**src/rtl/trimmed_mean_sample_filter_defines.svh**
```systemverilog
// ----------------------------------------------------------------------------
// Trimmed mean sample filter assertion macros
// Concurrent check macros used by the filter's group queue; empty when assertions
// are switched off.
// ----------------------------------------------------------------------------
`ifndef TRIMMED_MEAN_SAMPLE_FILTER_DEFINES_SVH
`define TRIMMED_MEAN_SAMPLE_FILTER_DEFINES_SVH

`ifndef NO_ASSERTIONS
`define TMSF_ASSERT_HOLDS(label, clk, rst_n, cond) \
    label: assert property (@(posedge clk) disable iff (!rst_n) (cond)) \
        else $error("tmsf check failed");
`define TMSF_ASSERT_NEXT(label, clk, rst_n, ante, cons) \
    label: assert property (@(posedge clk) disable iff (!rst_n) (ante) |=> (cons)) \
        else $error("tmsf sequence check failed");
`else
`define TMSF_ASSERT_HOLDS(label, clk, rst_n, cond)
`define TMSF_ASSERT_NEXT(label, clk, rst_n, ante, cons)
`endif

`endif

```
**src/rtl/tmsf_pkg.sv**
```systemverilog
// ----------------------------------------------------------------------------
// Trimmed mean sample filter package
// Fixed field widths and constants shared by the filter modules.
// ----------------------------------------------------------------------------
package tmsf_pkg;

    localparam int SAMPLE_W = 16;
    localparam int GAIN_W   = 24;
    localparam int FRAC_W   = 16;
    localparam int SCALED_W = SAMPLE_W + GAIN_W;
    localparam int TRIM_CNT = 4;

    localparam logic [GAIN_W-1:0]   GAIN_RESET = 24'h01_0000;
    localparam logic [SAMPLE_W-1:0] SAMPLE_MIN = 16'h0000;
    localparam logic [SAMPLE_W-1:0] SAMPLE_MAX = 16'hFFFF;

endpackage

```
**src/rtl/tmsf_fifo.sv**
```systemverilog
// ----------------------------------------------------------------------------
// Trimmed mean group queue
// Small register queue that decouples the group collector from the
// arithmetic pipeline.
// ----------------------------------------------------------------------------
`include "trimmed_mean_sample_filter_defines.svh"

module tmsf_fifo #(
    parameter int DATA_W = 86,
    parameter int DEPTH  = 2
) (
    input  logic              aclk,
    input  logic              aresetn,
    input  logic              in_valid,
    output logic              in_ready,
    input  logic [DATA_W-1:0] in_data,
    output logic              out_valid,
    input  logic              out_ready,
    output logic [DATA_W-1:0] out_data
);

    localparam int PTR_W = (DEPTH > 1) ? $clog2(DEPTH) : 1;
    localparam int CNT_W = $clog2(DEPTH + 1);

    logic [DATA_W-1:0] mem [DEPTH];
    logic [PTR_W-1:0]  wr_ptr_reg, wr_ptr_next;
    logic [PTR_W-1:0]  rd_ptr_reg, rd_ptr_next;
    logic [CNT_W-1:0]  count_reg, count_next;
    logic              push;
    logic              pop;

    assign in_ready  = (count_reg < CNT_W'(DEPTH));
    assign out_valid = (count_reg != '0);
    assign out_data  = mem[rd_ptr_reg];
    assign push      = in_valid && in_ready;
    assign pop       = out_valid && out_ready;

    always_comb begin
        wr_ptr_next = wr_ptr_reg;
        rd_ptr_next = rd_ptr_reg;
        count_next  = count_reg;
        if (push) begin
            wr_ptr_next = (wr_ptr_reg == PTR_W'(DEPTH - 1)) ? '0 : wr_ptr_reg + 1'b1;
        end
        if (pop) begin
            rd_ptr_next = (rd_ptr_reg == PTR_W'(DEPTH - 1)) ? '0 : rd_ptr_reg + 1'b1;
        end
        if (push && !pop) begin
            count_next = count_reg + 1'b1;
        end else if (pop && !push) begin
            count_next = count_reg - 1'b1;
        end
    end

    always_ff @(posedge aclk) begin
        if (!aresetn) begin
            wr_ptr_reg <= '0;
            rd_ptr_reg <= '0;
            count_reg  <= '0;
        end else begin
            wr_ptr_reg <= wr_ptr_next;
            rd_ptr_reg <= rd_ptr_next;
            count_reg  <= count_next;
        end
    end

    always_ff @(posedge aclk) begin
        if (push) begin
            mem[wr_ptr_reg] <= in_data;
        end
    end

    `TMSF_ASSERT_HOLDS(a_count_bound, aclk, aresetn, count_reg <= CNT_W'(DEPTH))
    `TMSF_ASSERT_HOLDS(a_full_ptrs, aclk, aresetn,
        (count_reg != CNT_W'(DEPTH)) || (wr_ptr_reg == rd_ptr_reg))
    `TMSF_ASSERT_NEXT(a_drain, aclk, aresetn, pop && !push,
        count_reg == $past(count_reg) - 1'b1)
    `TMSF_ASSERT_NEXT(a_first_word, aclk, aresetn, push && (count_reg == '0),
        out_valid && (out_data == $past(in_data)))

endmodule

```
**src/rtl/tmsf_front.sv**
```systemverilog
// ----------------------------------------------------------------------------
// Trimmed mean group collector
// Accumulates each group of samples and tracks the two largest and two
// smallest values; hands the finished group record to the queue.
// ----------------------------------------------------------------------------
module tmsf_front #(
    parameter int SAMPLES = 8,
    parameter int SUM_W   = 19
) (
    input  logic                          aclk,
    input  logic                          aresetn,
    input  logic                          in_valid,
    output logic                          in_ready,
    input  logic [tmsf_pkg::SAMPLE_W-1:0] in_sample,
    output logic                          out_valid,
    input  logic                          out_ready,
    output logic [SUM_W+4*tmsf_pkg::SAMPLE_W-1:0] out_data
);

    localparam int CNT_W = $clog2(SAMPLES);

    logic [SUM_W-1:0]              sum_reg, sum_next;
    logic [tmsf_pkg::SAMPLE_W-1:0] hi1_reg, hi1_next;
    logic [tmsf_pkg::SAMPLE_W-1:0] hi2_reg, hi2_next;
    logic [tmsf_pkg::SAMPLE_W-1:0] lo1_reg, lo1_next;
    logic [tmsf_pkg::SAMPLE_W-1:0] lo2_reg, lo2_next;
    logic [CNT_W-1:0]              cnt_reg;
    logic                          is_last;
    logic                          accept;

    assign is_last   = (cnt_reg == CNT_W'(SAMPLES - 1));
    assign in_ready  = is_last ? out_ready : 1'b1;
    assign out_valid = in_valid && is_last;
    assign accept    = in_valid && in_ready;
    assign out_data  = {lo2_next, lo1_next, hi2_next, hi1_next, sum_next};

    always_comb begin
        sum_next = sum_reg + SUM_W'(in_sample);
        hi1_next = hi1_reg;
        hi2_next = hi2_reg;
        lo1_next = lo1_reg;
        lo2_next = lo2_reg;
        priority if (in_sample > hi1_reg) begin
            hi2_next = hi1_reg;
            hi1_next = in_sample;
        end else if (in_sample > hi2_reg) begin
            hi2_next = in_sample;
        end else begin
            hi2_next = hi2_reg;
        end
        priority if (in_sample < lo1_reg) begin
            lo2_next = lo1_reg;
            lo1_next = in_sample;
        end else if (in_sample < lo2_reg) begin
            lo2_next = in_sample;
        end else begin
            lo2_next = lo2_reg;
        end
    end

    always_ff @(posedge aclk) begin
        if (!aresetn) begin
            sum_reg <= '0;
            hi1_reg <= tmsf_pkg::SAMPLE_MIN;
            hi2_reg <= tmsf_pkg::SAMPLE_MIN;
            lo1_reg <= tmsf_pkg::SAMPLE_MAX;
            lo2_reg <= tmsf_pkg::SAMPLE_MAX;
            cnt_reg <= '0;
        end else if (accept) begin
            if (is_last) begin
                sum_reg <= '0;
                hi1_reg <= tmsf_pkg::SAMPLE_MIN;
                hi2_reg <= tmsf_pkg::SAMPLE_MIN;
                lo1_reg <= tmsf_pkg::SAMPLE_MAX;
                lo2_reg <= tmsf_pkg::SAMPLE_MAX;
                cnt_reg <= '0;
            end else begin
                sum_reg <= sum_next;
                hi1_reg <= hi1_next;
                hi2_reg <= hi2_next;
                lo1_reg <= lo1_next;
                lo2_reg <= lo2_next;
                cnt_reg <= cnt_reg + 1'b1;
            end
        end
    end

endmodule

```
**src/rtl/tmsf_back.sv**
```systemverilog
// ----------------------------------------------------------------------------
// Trimmed mean arithmetic pipeline
// Drops the extremes, divides by the kept sample count through a
// reciprocal multiply, applies the gain and saturates the result.
// ----------------------------------------------------------------------------
module tmsf_back #(
    parameter int SAMPLES = 8,
    parameter int SUM_W   = 19
) (
    input  logic                          aclk,
    input  logic                          aresetn,
    input  logic [tmsf_pkg::GAIN_W-1:0]   gain,
    input  logic                          in_valid,
    output logic                          in_ready,
    input  logic [SUM_W+4*tmsf_pkg::SAMPLE_W-1:0] in_data,
    output logic                          m_tvalid,
    input  logic                          m_tready,
    output logic [tmsf_pkg::SAMPLE_W-1:0] m_tdata
);

    localparam int TRIM_DIV  = (SAMPLES > tmsf_pkg::TRIM_CNT) ?
                               SAMPLES - tmsf_pkg::TRIM_CNT : 1;
    localparam int DIV_SHIFT = SUM_W + $clog2(TRIM_DIV + 1);
    localparam int RECIP_W   = DIV_SHIFT + 1;
    localparam longint unsigned RECIP_VAL = ((64'd1 << DIV_SHIFT) / TRIM_DIV) + 64'd1;
    localparam logic [RECIP_W-1:0] RECIP = RECIP_W'(RECIP_VAL);
    localparam int PROD_W    = SUM_W + RECIP_W;
    localparam int SW        = tmsf_pkg::SAMPLE_W;
    localparam int DROP_W    = SW + 2;

    logic [SUM_W-1:0]  grp_sum;
    logic [SW-1:0]     grp_hi1, grp_hi2, grp_lo1, grp_lo2;
    logic [DROP_W-1:0] drop;
    logic [SUM_W-1:0]  rest;
    logic [PROD_W-1:0] quot_prod;
    logic [tmsf_pkg::SCALED_W-1:0] scaled_prod;
    logic [SW-1:0]     sat_val;

    logic                          v1_reg, v2_reg, v3_reg;
    logic [SUM_W-1:0]              rest_reg;
    logic [SW-1:0]                 mean_reg;
    logic [tmsf_pkg::SCALED_W-1:0] scaled_reg;
    logic                          out_free, rdy3, rdy2, rdy1;

    assign {grp_lo2, grp_lo1, grp_hi2, grp_hi1, grp_sum} = in_data;

    assign drop = DROP_W'(grp_hi1) + DROP_W'(grp_hi2) + DROP_W'(grp_lo1) + DROP_W'(grp_lo2);
    assign rest = (SUM_W'(drop) <= grp_sum) ? grp_sum - SUM_W'(drop) : '0;

    assign quot_prod   = PROD_W'(rest_reg) * PROD_W'(RECIP);
    assign scaled_prod = tmsf_pkg::SCALED_W'(mean_reg) * tmsf_pkg::SCALED_W'(gain);
    assign sat_val     = (scaled_reg[tmsf_pkg::SCALED_W-1:tmsf_pkg::FRAC_W+SW] != '0) ?
                         tmsf_pkg::SAMPLE_MAX : scaled_reg[tmsf_pkg::FRAC_W +: SW];

    assign out_free = !m_tvalid || m_tready;
    assign rdy3     = !v3_reg || out_free;
    assign rdy2     = !v2_reg || rdy3;
    assign rdy1     = !v1_reg || rdy2;
    assign in_ready = rdy1;

    always_ff @(posedge aclk) begin
        if (!aresetn) begin
            v1_reg   <= 1'b0;
            v2_reg   <= 1'b0;
            v3_reg   <= 1'b0;
            m_tvalid <= 1'b0;
        end else begin
            if (rdy1) begin
                v1_reg <= in_valid;
            end
            if (rdy2) begin
                v2_reg <= v1_reg;
            end
            if (rdy3) begin
                v3_reg <= v2_reg;
            end
            if (out_free) begin
                m_tvalid <= v3_reg;
            end
        end
    end

    always_ff @(posedge aclk) begin
        if (rdy1 && in_valid) begin
            rest_reg <= rest;
        end
        if (rdy2 && v1_reg) begin
            mean_reg <= quot_prod[DIV_SHIFT +: SW];
        end
        if (rdy3 && v2_reg) begin
            scaled_reg <= scaled_prod;
        end
        if (out_free && v3_reg) begin
            m_tdata <= sat_val;
        end
    end

endmodule

```
**src/rtl/trimmed_mean_sample_filter.sv**
```systemverilog
// ----------------------------------------------------------------------------
// Trimmed mean sample filter
// Samples enter on s_*, one per transaction. After every SAMPLES samples the
// block drops the two largest and two smallest, averages the rest, scales
// by the Q8.16 gain and sends one 16-bit saturated result on m_*.
// cfg_wr_en / cfg_wr_data load the gain; write only while the block is idle.
// Throughput: one sample per cycle. The collector stalls only on the last
// sample of a group when its two-entry queue is full.
// Path: the group record of the last sample passes in order through the queue,
// extreme removal, reciprocal divide, gain multiply and saturate registers.
// Reset: gain returns to 1.0, the group restarts, queue and pipeline empty.
// A stalled m_tready holds the output register; the pipeline behind it keeps
// filling, then the queue, then s_tready drops at the next group end.
// ----------------------------------------------------------------------------
module trimmed_mean_sample_filter #(
    parameter int SAMPLES = 8
) (
    input  logic                          aclk,
    input  logic                          aresetn,
    input  logic                          cfg_wr_en,
    input  logic [tmsf_pkg::GAIN_W-1:0]   cfg_wr_data,  // gain (Q8.16)
    input  logic                          s_tvalid,
    output logic                          s_tready,
    input  logic [tmsf_pkg::SAMPLE_W-1:0] s_tdata,      // [15:0] sample
    output logic                          m_tvalid,
    input  logic                          m_tready,
    output logic [tmsf_pkg::SAMPLE_W-1:0] m_tdata       // [15:0] scaled_mean
);

    localparam int SUM_W   = tmsf_pkg::SAMPLE_W + $clog2(SAMPLES);
    localparam int GRP_W   = SUM_W + 4 * tmsf_pkg::SAMPLE_W;
    localparam int Q_DEPTH = 2;

    logic [tmsf_pkg::GAIN_W-1:0] gain_reg;
    logic                        fr_valid, fr_ready;
    logic [GRP_W-1:0]            fr_data;
    logic                        bk_valid, bk_ready;
    logic [GRP_W-1:0]            bk_data;

    always_ff @(posedge aclk) begin
        if (!aresetn) begin
            gain_reg <= tmsf_pkg::GAIN_RESET;
        end else if (cfg_wr_en) begin
            gain_reg <= cfg_wr_data;
        end
    end

    tmsf_front #(
        .SAMPLES (SAMPLES),
        .SUM_W   (SUM_W)
    ) u_front (
        .aclk      (aclk),
        .aresetn   (aresetn),
        .in_valid  (s_tvalid),
        .in_ready  (s_tready),
        .in_sample (s_tdata),
        .out_valid (fr_valid),
        .out_ready (fr_ready),
        .out_data  (fr_data)
    );

    tmsf_fifo #(
        .DATA_W (GRP_W),
        .DEPTH  (Q_DEPTH)
    ) u_fifo (
        .aclk      (aclk),
        .aresetn   (aresetn),
        .in_valid  (fr_valid),
        .in_ready  (fr_ready),
        .in_data   (fr_data),
        .out_valid (bk_valid),
        .out_ready (bk_ready),
        .out_data  (bk_data)
    );

    tmsf_back #(
        .SAMPLES (SAMPLES),
        .SUM_W   (SUM_W)
    ) u_back (
        .aclk     (aclk),
        .aresetn  (aresetn),
        .gain     (gain_reg),
        .in_valid (bk_valid),
        .in_ready (bk_ready),
        .in_data  (bk_data),
        .m_tvalid (m_tvalid),
        .m_tready (m_tready),
        .m_tdata  (m_tdata)
    );

endmodule

```
**config.mk**
```make
export PLATFORM = sky130hd
export DESIGN_NAME = trimmed_mean_sample_filter
export DESIGN_NICKNAME = d
export VERILOG_FILES = /design/src/rtl/tmsf_pkg.sv /design/src/rtl/tmsf_fifo.sv /design/src/rtl/tmsf_front.sv /design/src/rtl/tmsf_back.sv /design/src/rtl/trimmed_mean_sample_filter.sv
export VERILOG_INCLUDE_DIRS = /design/src /design/src/rtl
export SDC_FILE = /design/constraint.sdc
export NUM_CORES = 2
export LEC_CHECK = 0
export CAP_MARGIN = 5
export CORE_ASPECT_RATIO = 0.8
export CORE_MARGIN = 5
export CORE_UTILIZATION = 40
export DETAILED_ROUTE_END_ITERATION = 6
export DONT_BUFFER_PORTS = 1
export GPL_TIMING_DRIVEN = 0
export PLACE_DENSITY_LB_ADDON = 0.08
export SLEW_MARGIN = 20
export SYNTH_ARGS = -nofsm -noshare
export SYNTH_HDL_FRONTEND = slang
export SYNTH_HIERARCHICAL = 1
export SYNTH_SLANG_ARGS = --single-unit
export TNS_END_PERCENT = 20
```
**constraint.sdc**
```tcl
create_clock -name aclk -period 6.75 [get_ports aclk]
set_clock_uncertainty 0.15 [all_clocks]
set_input_delay 1.35 -clock aclk [delete_from_list [all_inputs] [get_ports aclk]]
set_output_delay 1.35 -clock aclk [all_outputs]
set_load 0.03 [all_outputs]
```
== After elaboration in Yosys (flattened, before gate mapping) ==
Memories as Yosys holds them, arrays and structs flattened. A register that Yosys moved wholly into a read port is not among the register bits.
Index checks and enable logic that the tools add are counted.
Cells by class
  add/sub/neg operators: 10
  order comparisons: 6
  bitwise logic cells: 0
  equality and inequality tests: 1
  shifts and indexed selects: 0
  mux-type cells: 21
  multipliers: 2
  divide/modulo/power cells: 0
  reduce and logical (&&, ||, !) cells: 22
Operators with widths (number)
  2-to-1 mux 16 bit: 10
  multiplier 16 x 24 -> 40 bit: 1
  multiplier 19 x 21 -> 38 bit (second input constant): 1
  adder 18 x 16 -> 18 bit: 2
  greater-than comparator 16 bit: 2
  < comparator 16 bit: 2
  adder 19 x 16 -> 19 bit: 1
  less-or-equal comparator 18 x 19 -> 1 bit: 1
  2-to-1 mux 19 bit: 1
  subtractor 19 x 18 -> 19 bit: 1
  adder 16 x 16 -> 17 bit: 1
  logical AND 1 bit: 9
  nonzero test 8 bit: 1
  2-to-1 mux 1 bit: 7
  zero test 1 bit: 6
  logical OR 1 bit: 4
  2-to-1 mux 2 bit: 2
  nonzero test 2 bit: 2
  adder 3 x 1 -> 3 bit (second input constant): 1
  == test 3 bit (second input constant): 1
  2-to-1 mux 3 bit: 1
  adder 1 bit (second input constant): 2
  adder 2 x 1 -> 2 bit (second input constant): 1
  < comparator 2 bit (second input constant): 1
  subtractor 2 x 1 -> 2 bit (second input constant): 1
Word-level totals
  ROM bits: 0
  RAM bits: 166
  bits in latches: 0
  logic and storage cells: 81
  flip-flop bits (word level): 209
  memories kept: 1
  output and inout port bits: 18
  input port bits: 45
Memories
  u_fifo.mem: depth 2, bits a word 83, read ports 1, clocked after Yosys merged registers in 1, write ports 1, RTL line tmsf_fifo.sv:25  | logic [DATA_W-1:0] mem [DEPTH];

== Longest topological paths before layout ==
  depth in word-level cells: 9
  depth in mapped cells: 26
  gate-level depth less buffers: 25

== By module ==
Netlist, hierarchy kept.
By module, submodules not included
  tmsf_back: area each 16067.9 µm², cells each 1642, sequential area each 2242.2 µm², times used 1
  tmsf_front: area each 6393.6 µm², cells each 813, sequential area each 1721.7 µm², times used 1
  tmsf_fifo: area each 6236.0 µm², cells each 281, sequential area each 5084.9 µm², times used 1
  trimmed_mean_sample_filter: area each 927.1 µm², cells each 77, sequential area each 480.5 µm², times used 1

== Worst setup path after synthesis ==
OpenSTA, ideal clock, no wires.
  kind: flip-flop to flip-flop
  start: reg u_back.mean_reg[6]
  end: reg u_back/scaled_reg[34] in the netlist's numbering, data pin
  path buffers: 1
  setup time: 0.262 ns
  stages on the path, launching flop included: 24
  required time: 6.338 ns
  clock period less this slack: 6.531 ns
  data arrival time: 6.119 ns
  setup slack: 0.219 ns
  cell sequence: edfxtp_1 > clkbuf_1 > and2_1 > fa_1 > inv_1 > fa_1 > fa_1 > inv_1 > fa_1 > fa_1 > inv_1 > fa_1 > inv_1 > ha_1 > a21o_1 > a21o_1 > a21o_1 > a21o_1 > o31a_1 > a211oi_2 > o21ai_2 > a21oi_2 > o21ai_1 > xor2_1
Between the ends
  cells in the longest elaborated chain, start to end: 1
RTL lines
  from (decl): RTL line tmsf_back.sv:41  | logic [SW-1:0] mean_reg;
  from (signal assigned): RTL line tmsf_back.sv:88  | mean_reg <= quot_prod[DIV_SHIFT +: SW];
  multiplier 16 x 24 -> 40 bit: RTL line tmsf_back.sv:51  | assign scaled_prod = tmsf_pkg::SCALED_W'(mean_reg) * tmsf_pkg::SCALED_W'(gain);
  named net u_back.scaled_prod (one bit): RTL line tmsf_back.sv:36  | logic [tmsf_pkg::SCALED_W-1:0] scaled_prod;
  to (signal assigned): RTL line tmsf_back.sv:91  | scaled_reg <= scaled_prod;
  to (decl): RTL line tmsf_back.sv:42  | logic [tmsf_pkg::SCALED_W-1:0] scaled_reg;
The timed path passes the listed nets, and every way through them passes these cells.
A chain may end at the register's enable or synchronous reset.

== Worst setup path in the final report ==
  start: reg u_back.mean_reg[15]
  end: reg u_back/scaled_reg[39] in the netlist's numbering, data pin
Same word-level chain as after synthesis.

==> impl_metrics.sql <==
INSERT INTO impl_metrics (metric_group, metric, value, unit) VALUES
('worst_setup_path', 'worst-endpoint-required', '6.93', 'ns'),
('synth', 'synth_sequential_area_ratio', '32.2', '%'),
('final_layout', 'final_nets', '3539', ''),
('routing', 'postRouteWirelength', '84100', 'µm'),
('worst_setup_path', 'crit_slowest_cell', 'sky130_fd_sc_hd__fa_1', ''),
('timing', 'timing_hold_violations_final', '0', ''),
('global_routing', 'grt_overflow', '0', ''),
('synth', 'synth_async_sr_flop_share', '0', '%'),
('timing', 'setup_violations', '0', ''),
('final_layout', 'final.fill_count', '6944', ''),
('clock_tree', 'cts-buffers-inserted', '43', ''),
('synth', 'synth_largest_area_cell', 'sky130_fd_sc_hd__edfxtp_1', ''),
('routing', 'antenna_violating_nets_post_route', '0', ''),
('worst_setup_path', 'setup.worst_path.start_class', 'flip-flop', ''),
('clock_tree', 'max-clock-path-buffers', '3', ''),
('global_routing', 'antenna_found_initial', '2', ''),
('power_and_ir_drop', 'p_sw', '8.27', 'mW'),
('timing', 'min_period', '6.65', 'ns'),
('die', 'initial_core_util', '40.2', '%'),
('clock_tree', 'cts.reportedPaths.clkPinSlew', '0.06', 'ns'),
('worst_setup_path', 'timing.critical_path.from', 'u_back/mean_reg[15]', ''),
('synth', 'synth_top_cells_by_area', 'sky130_fd_sc_hd__edfxtp_1, sky130_fd_sc_hd__fa_1, sky130_fd_sc_hd__ha_1, sky130_fd_sc_hd__dfxtp_1, sky130_fd_sc_hd__inv_1', ''),
('synth', 'synthesis.area', '29600', 'µm²'),
('synth', 'yosys_warnings', '6', ''),
('routing', 'drt-vias-per-instance', '5.16', ''),
('synth', 'synth.top_cell.area_share', '24.1', '%'),
('timing', 'worst_pin_slew', '1.20', 'ns'),
('routing', 'num_vias', '20500', ''),
('clock_tree', 'ctsRootBufferMaster', 'sky130_fd_sc_hd__clkbuf_16', ''),
('die', 'top_level_ports', '63', ''),
('die', 'rows', '89', ''),
('die', 'die_height', '253', 'µm'),
('synth', 'postSynthRegisterBits', '357', ''),
('die', 'placeableCoreArea', '73600', 'µm²'),
('place', 'gp_routability_congestion', '0.885', ''),
('timing', 'tcrit_tclk_final', '98.5', '%'),
('place', 'detailedPlacementHpwl', '66500', 'µm'),
('synth', 'most_instantiated_flip_flop_cell_in_the_synthesis_netlist', 'sky130_fd_sc_hd__edfxtp_1', ''),
('worst_setup_path', 'worst_path_cell_trace', 'buf_6 -> buf_4 -> and2_1 -> fa_2 -> fa_1 -> fa_1 -> fa_1 -> fa_1 -> inv_1 -> fa_1 -> inv_2 -> ha_4 -> a21o_1 -> a21o_1 -> a21o_1 -> a21o_1 -> o31a_1 -> a21oi_4 -> o31ai_4 -> a21o_1 -> o41ai_4 -> xnor2_1', ''),
('worst_setup_path', 'worstPathMaxFanout', '4', ''),
('worst_setup_path', 'cp-end-kind', 'flip-flop', ''),
('power_and_ir_drop', 'power.switching_fraction', '44.9', '%'),
('synth', 'synthMostInstantiatedCell', 'sky130_fd_sc_hd__inv_1', ''),
('run', 'drv_cap', '0', ''),
('min_path', 'worst_hold_startpoint', 'u_back/rest_reg[3]', ''),
('power_and_ir_drop', 'power.clock.fraction', '13.7', '%'),
('die', 'die_outline_area', '79600', 'µm²'),
('routing', 'drc_errors', '0', ''),
('clock_tree', 'tritoncts', 'yes', ''),
('synth', 'ys_types', '80', ''),
('clock_tree', 'clock_sink_count', '357', ''),
('synth', 'avgSynthCellArea', '10.5', 'µm²'),
('clock_tree', 'cts_hold_buffers', '0', ''),
('synth', 'synth.net_count', '3421', ''),
('power_and_ir_drop', 'powerDensity', '543', 'nW/µm²'),
('final_layout', 'final_core_util', '46.1', '%'),
('place', 'dp_slack', '-1.04', 'ns'),
('power_and_ir_drop', 'power_frac_seq', '17.7', '%'),
('power_and_ir_drop', 'power.static_leakage', '14.8', 'nW'),
('routing', 'detail_route.wl_per_cell', '21.2', 'µm'),
('timing', 'timing.final.max_slew_violations', '0', ''),
('global_routing', 'grt_first_pass_wirelength', '128000', 'µm'),
('clock_tree', 'clock_insertion_delay_worst_skew', '0.60', 'ns'),
('timing', 'rsz0062_at_grt', 'true', ''),
('timing', 'fin_ws', '0.103', 'ns'),
('place', 'io_buffer_count', '0', ''),
('final_layout', 'number_of_flip_flops_under_the_largest_register_name', '166', ''),
('timing', 'maxClockFrequency', '0.150', 'GHz'),
('power_and_ir_drop', 'pwr-share-comb', '68.6', '%'),
('run_status', 'run_status', 'completed', ''),
('global_routing', 'first_global_vias', '20900', '');
[timing repair]
item / CTS / global route
endpoints found under the setup margin: 36 / 26
endpoints found under the hold margin: 0 / 0
gates resized for setup: 189 / 94
cloned: 0 / 1
buffers inserted: 43 / 23
pin swaps: 43 / 79
[per-stage QoR]
| step | area [µm²] | hold slack (ns) | power [mW] | instances | TNS [ns] |
|---|---|---|---|---|---|
| 2_1_floorplan | 29600 | 0.250 | 11.7 | 2813 | 0 |
| 3_3_place_gp | 30900 | 0.253 | 14.3 | 3814 | -17.24 |
| 3_5_place_dp | 31000 | 0.255 | 14.4 | 3820 | -17.61 |
| 4_1_cts | 33500 | 0.267 | 17.9 | 3941 | -0.00880 |
| 5_1_grt | 33900 | 0.273 | 20.2 | 3965 | -0.245 |
| 6_report | 33900 | 0.267 | 18.4 | 3970 | 0 |
[layer usage]
layer  GRT usage, %  wire (µm)  vias up  part of all wire (%)
met5              0          0        -                     0
met3           4.98       6390       77                   7.6
met4           4.22       1440        0                   1.7
met2           29.2      33500      530                    40
li1               -          -     9510                     -
met1           33.7      42700    10400                    51
[power groups by stage]
stage / clock [mW] / sequential (mW) / combinational (mW)
6_report: 2.52 / 3.26 / 12.6
5_1_grt: 2.69 / 3.29 / 14.2
4_1_cts: 2.60 / 3.26 / 12.0
3_5_place_dp: 0 / 3.33 / 11.1
3_3_place_gp: 0 / 3.33 / 11.0
2_1_floorplan: 0 / 3.24 / 8.42
[cell families (layout without fill, tap and decap cells)]
family          count (synthesis)  count (layout)  share of synthesized area (%)
compound gates                387             387                           8.74
xor+xnor                       62              62                           1.83
fa+ha+maj                     563             563                           32.3
buf+inv                       547             698                           7.42
flops                         357             357                           32.2
mux                           138             138                           5.02
other cells                     0               5                              0
simple gates                  759             759                           12.5
[cells in the final DEF (no fill, tap or decap), drive strengths merged, types with 6 or more instances in the layout]
cell type  instances
o211ai             6
inv              433
or3                9
and3              11
xor2              27
ha               225
nor2b             47
o22a              16
and2             169
a22oi              6
a22o              22
nand2            347
a21oi             85
o21a              13
clkinv            14
bufinv             8
nand2b             7
a32oi             16
nand4             17
o21ai            119
nand3             15
dfxtp            119
mux2              84
buf              126
o22ai             18
nor2              79
fa               338
nor3              21
a21boi             7
xnor2             35
or2               19
mux2i             54
clkbuf           115
o21bai             8
a211oi             9
a21o              34
edfxtp           238
[worst paths after layout]
path                                end  slack (ns)  depth (start not counted)
setup / recovery  u_back/scaled_reg[39]        0.10                         22
hold / removal       u_back/mean_reg[1]        0.27                          0
setup reg to reg  u_back/scaled_reg[39]        0.10                         22
hold reg to reg      u_back/mean_reg[1]        0.27                          0
[final cells by class]
cell class	count	area share [%]
multi-input combinational	1909	53.9
sequential	357	28.2
inverter	431	4.77
tap	1001	3.69
clock buffer	52	3.33
buffer	116	2.87
timing repair buffer	73	1.99
clock inverter	26	1.13
antenna	5	0.0369
[critical path, delay by kind of cell (launching register included)]
kind                       cells  cell delay, ns
AOI/OAI and AO/OA              9            1.96
DFF                            1            0.49
buffers and inverters          4            0.43
adders and majority gates      7            3.07
xor gates and xnor gates       1            0.11
and+or+nand+nor                1            0.17
(Power assumes the default switching activity.)
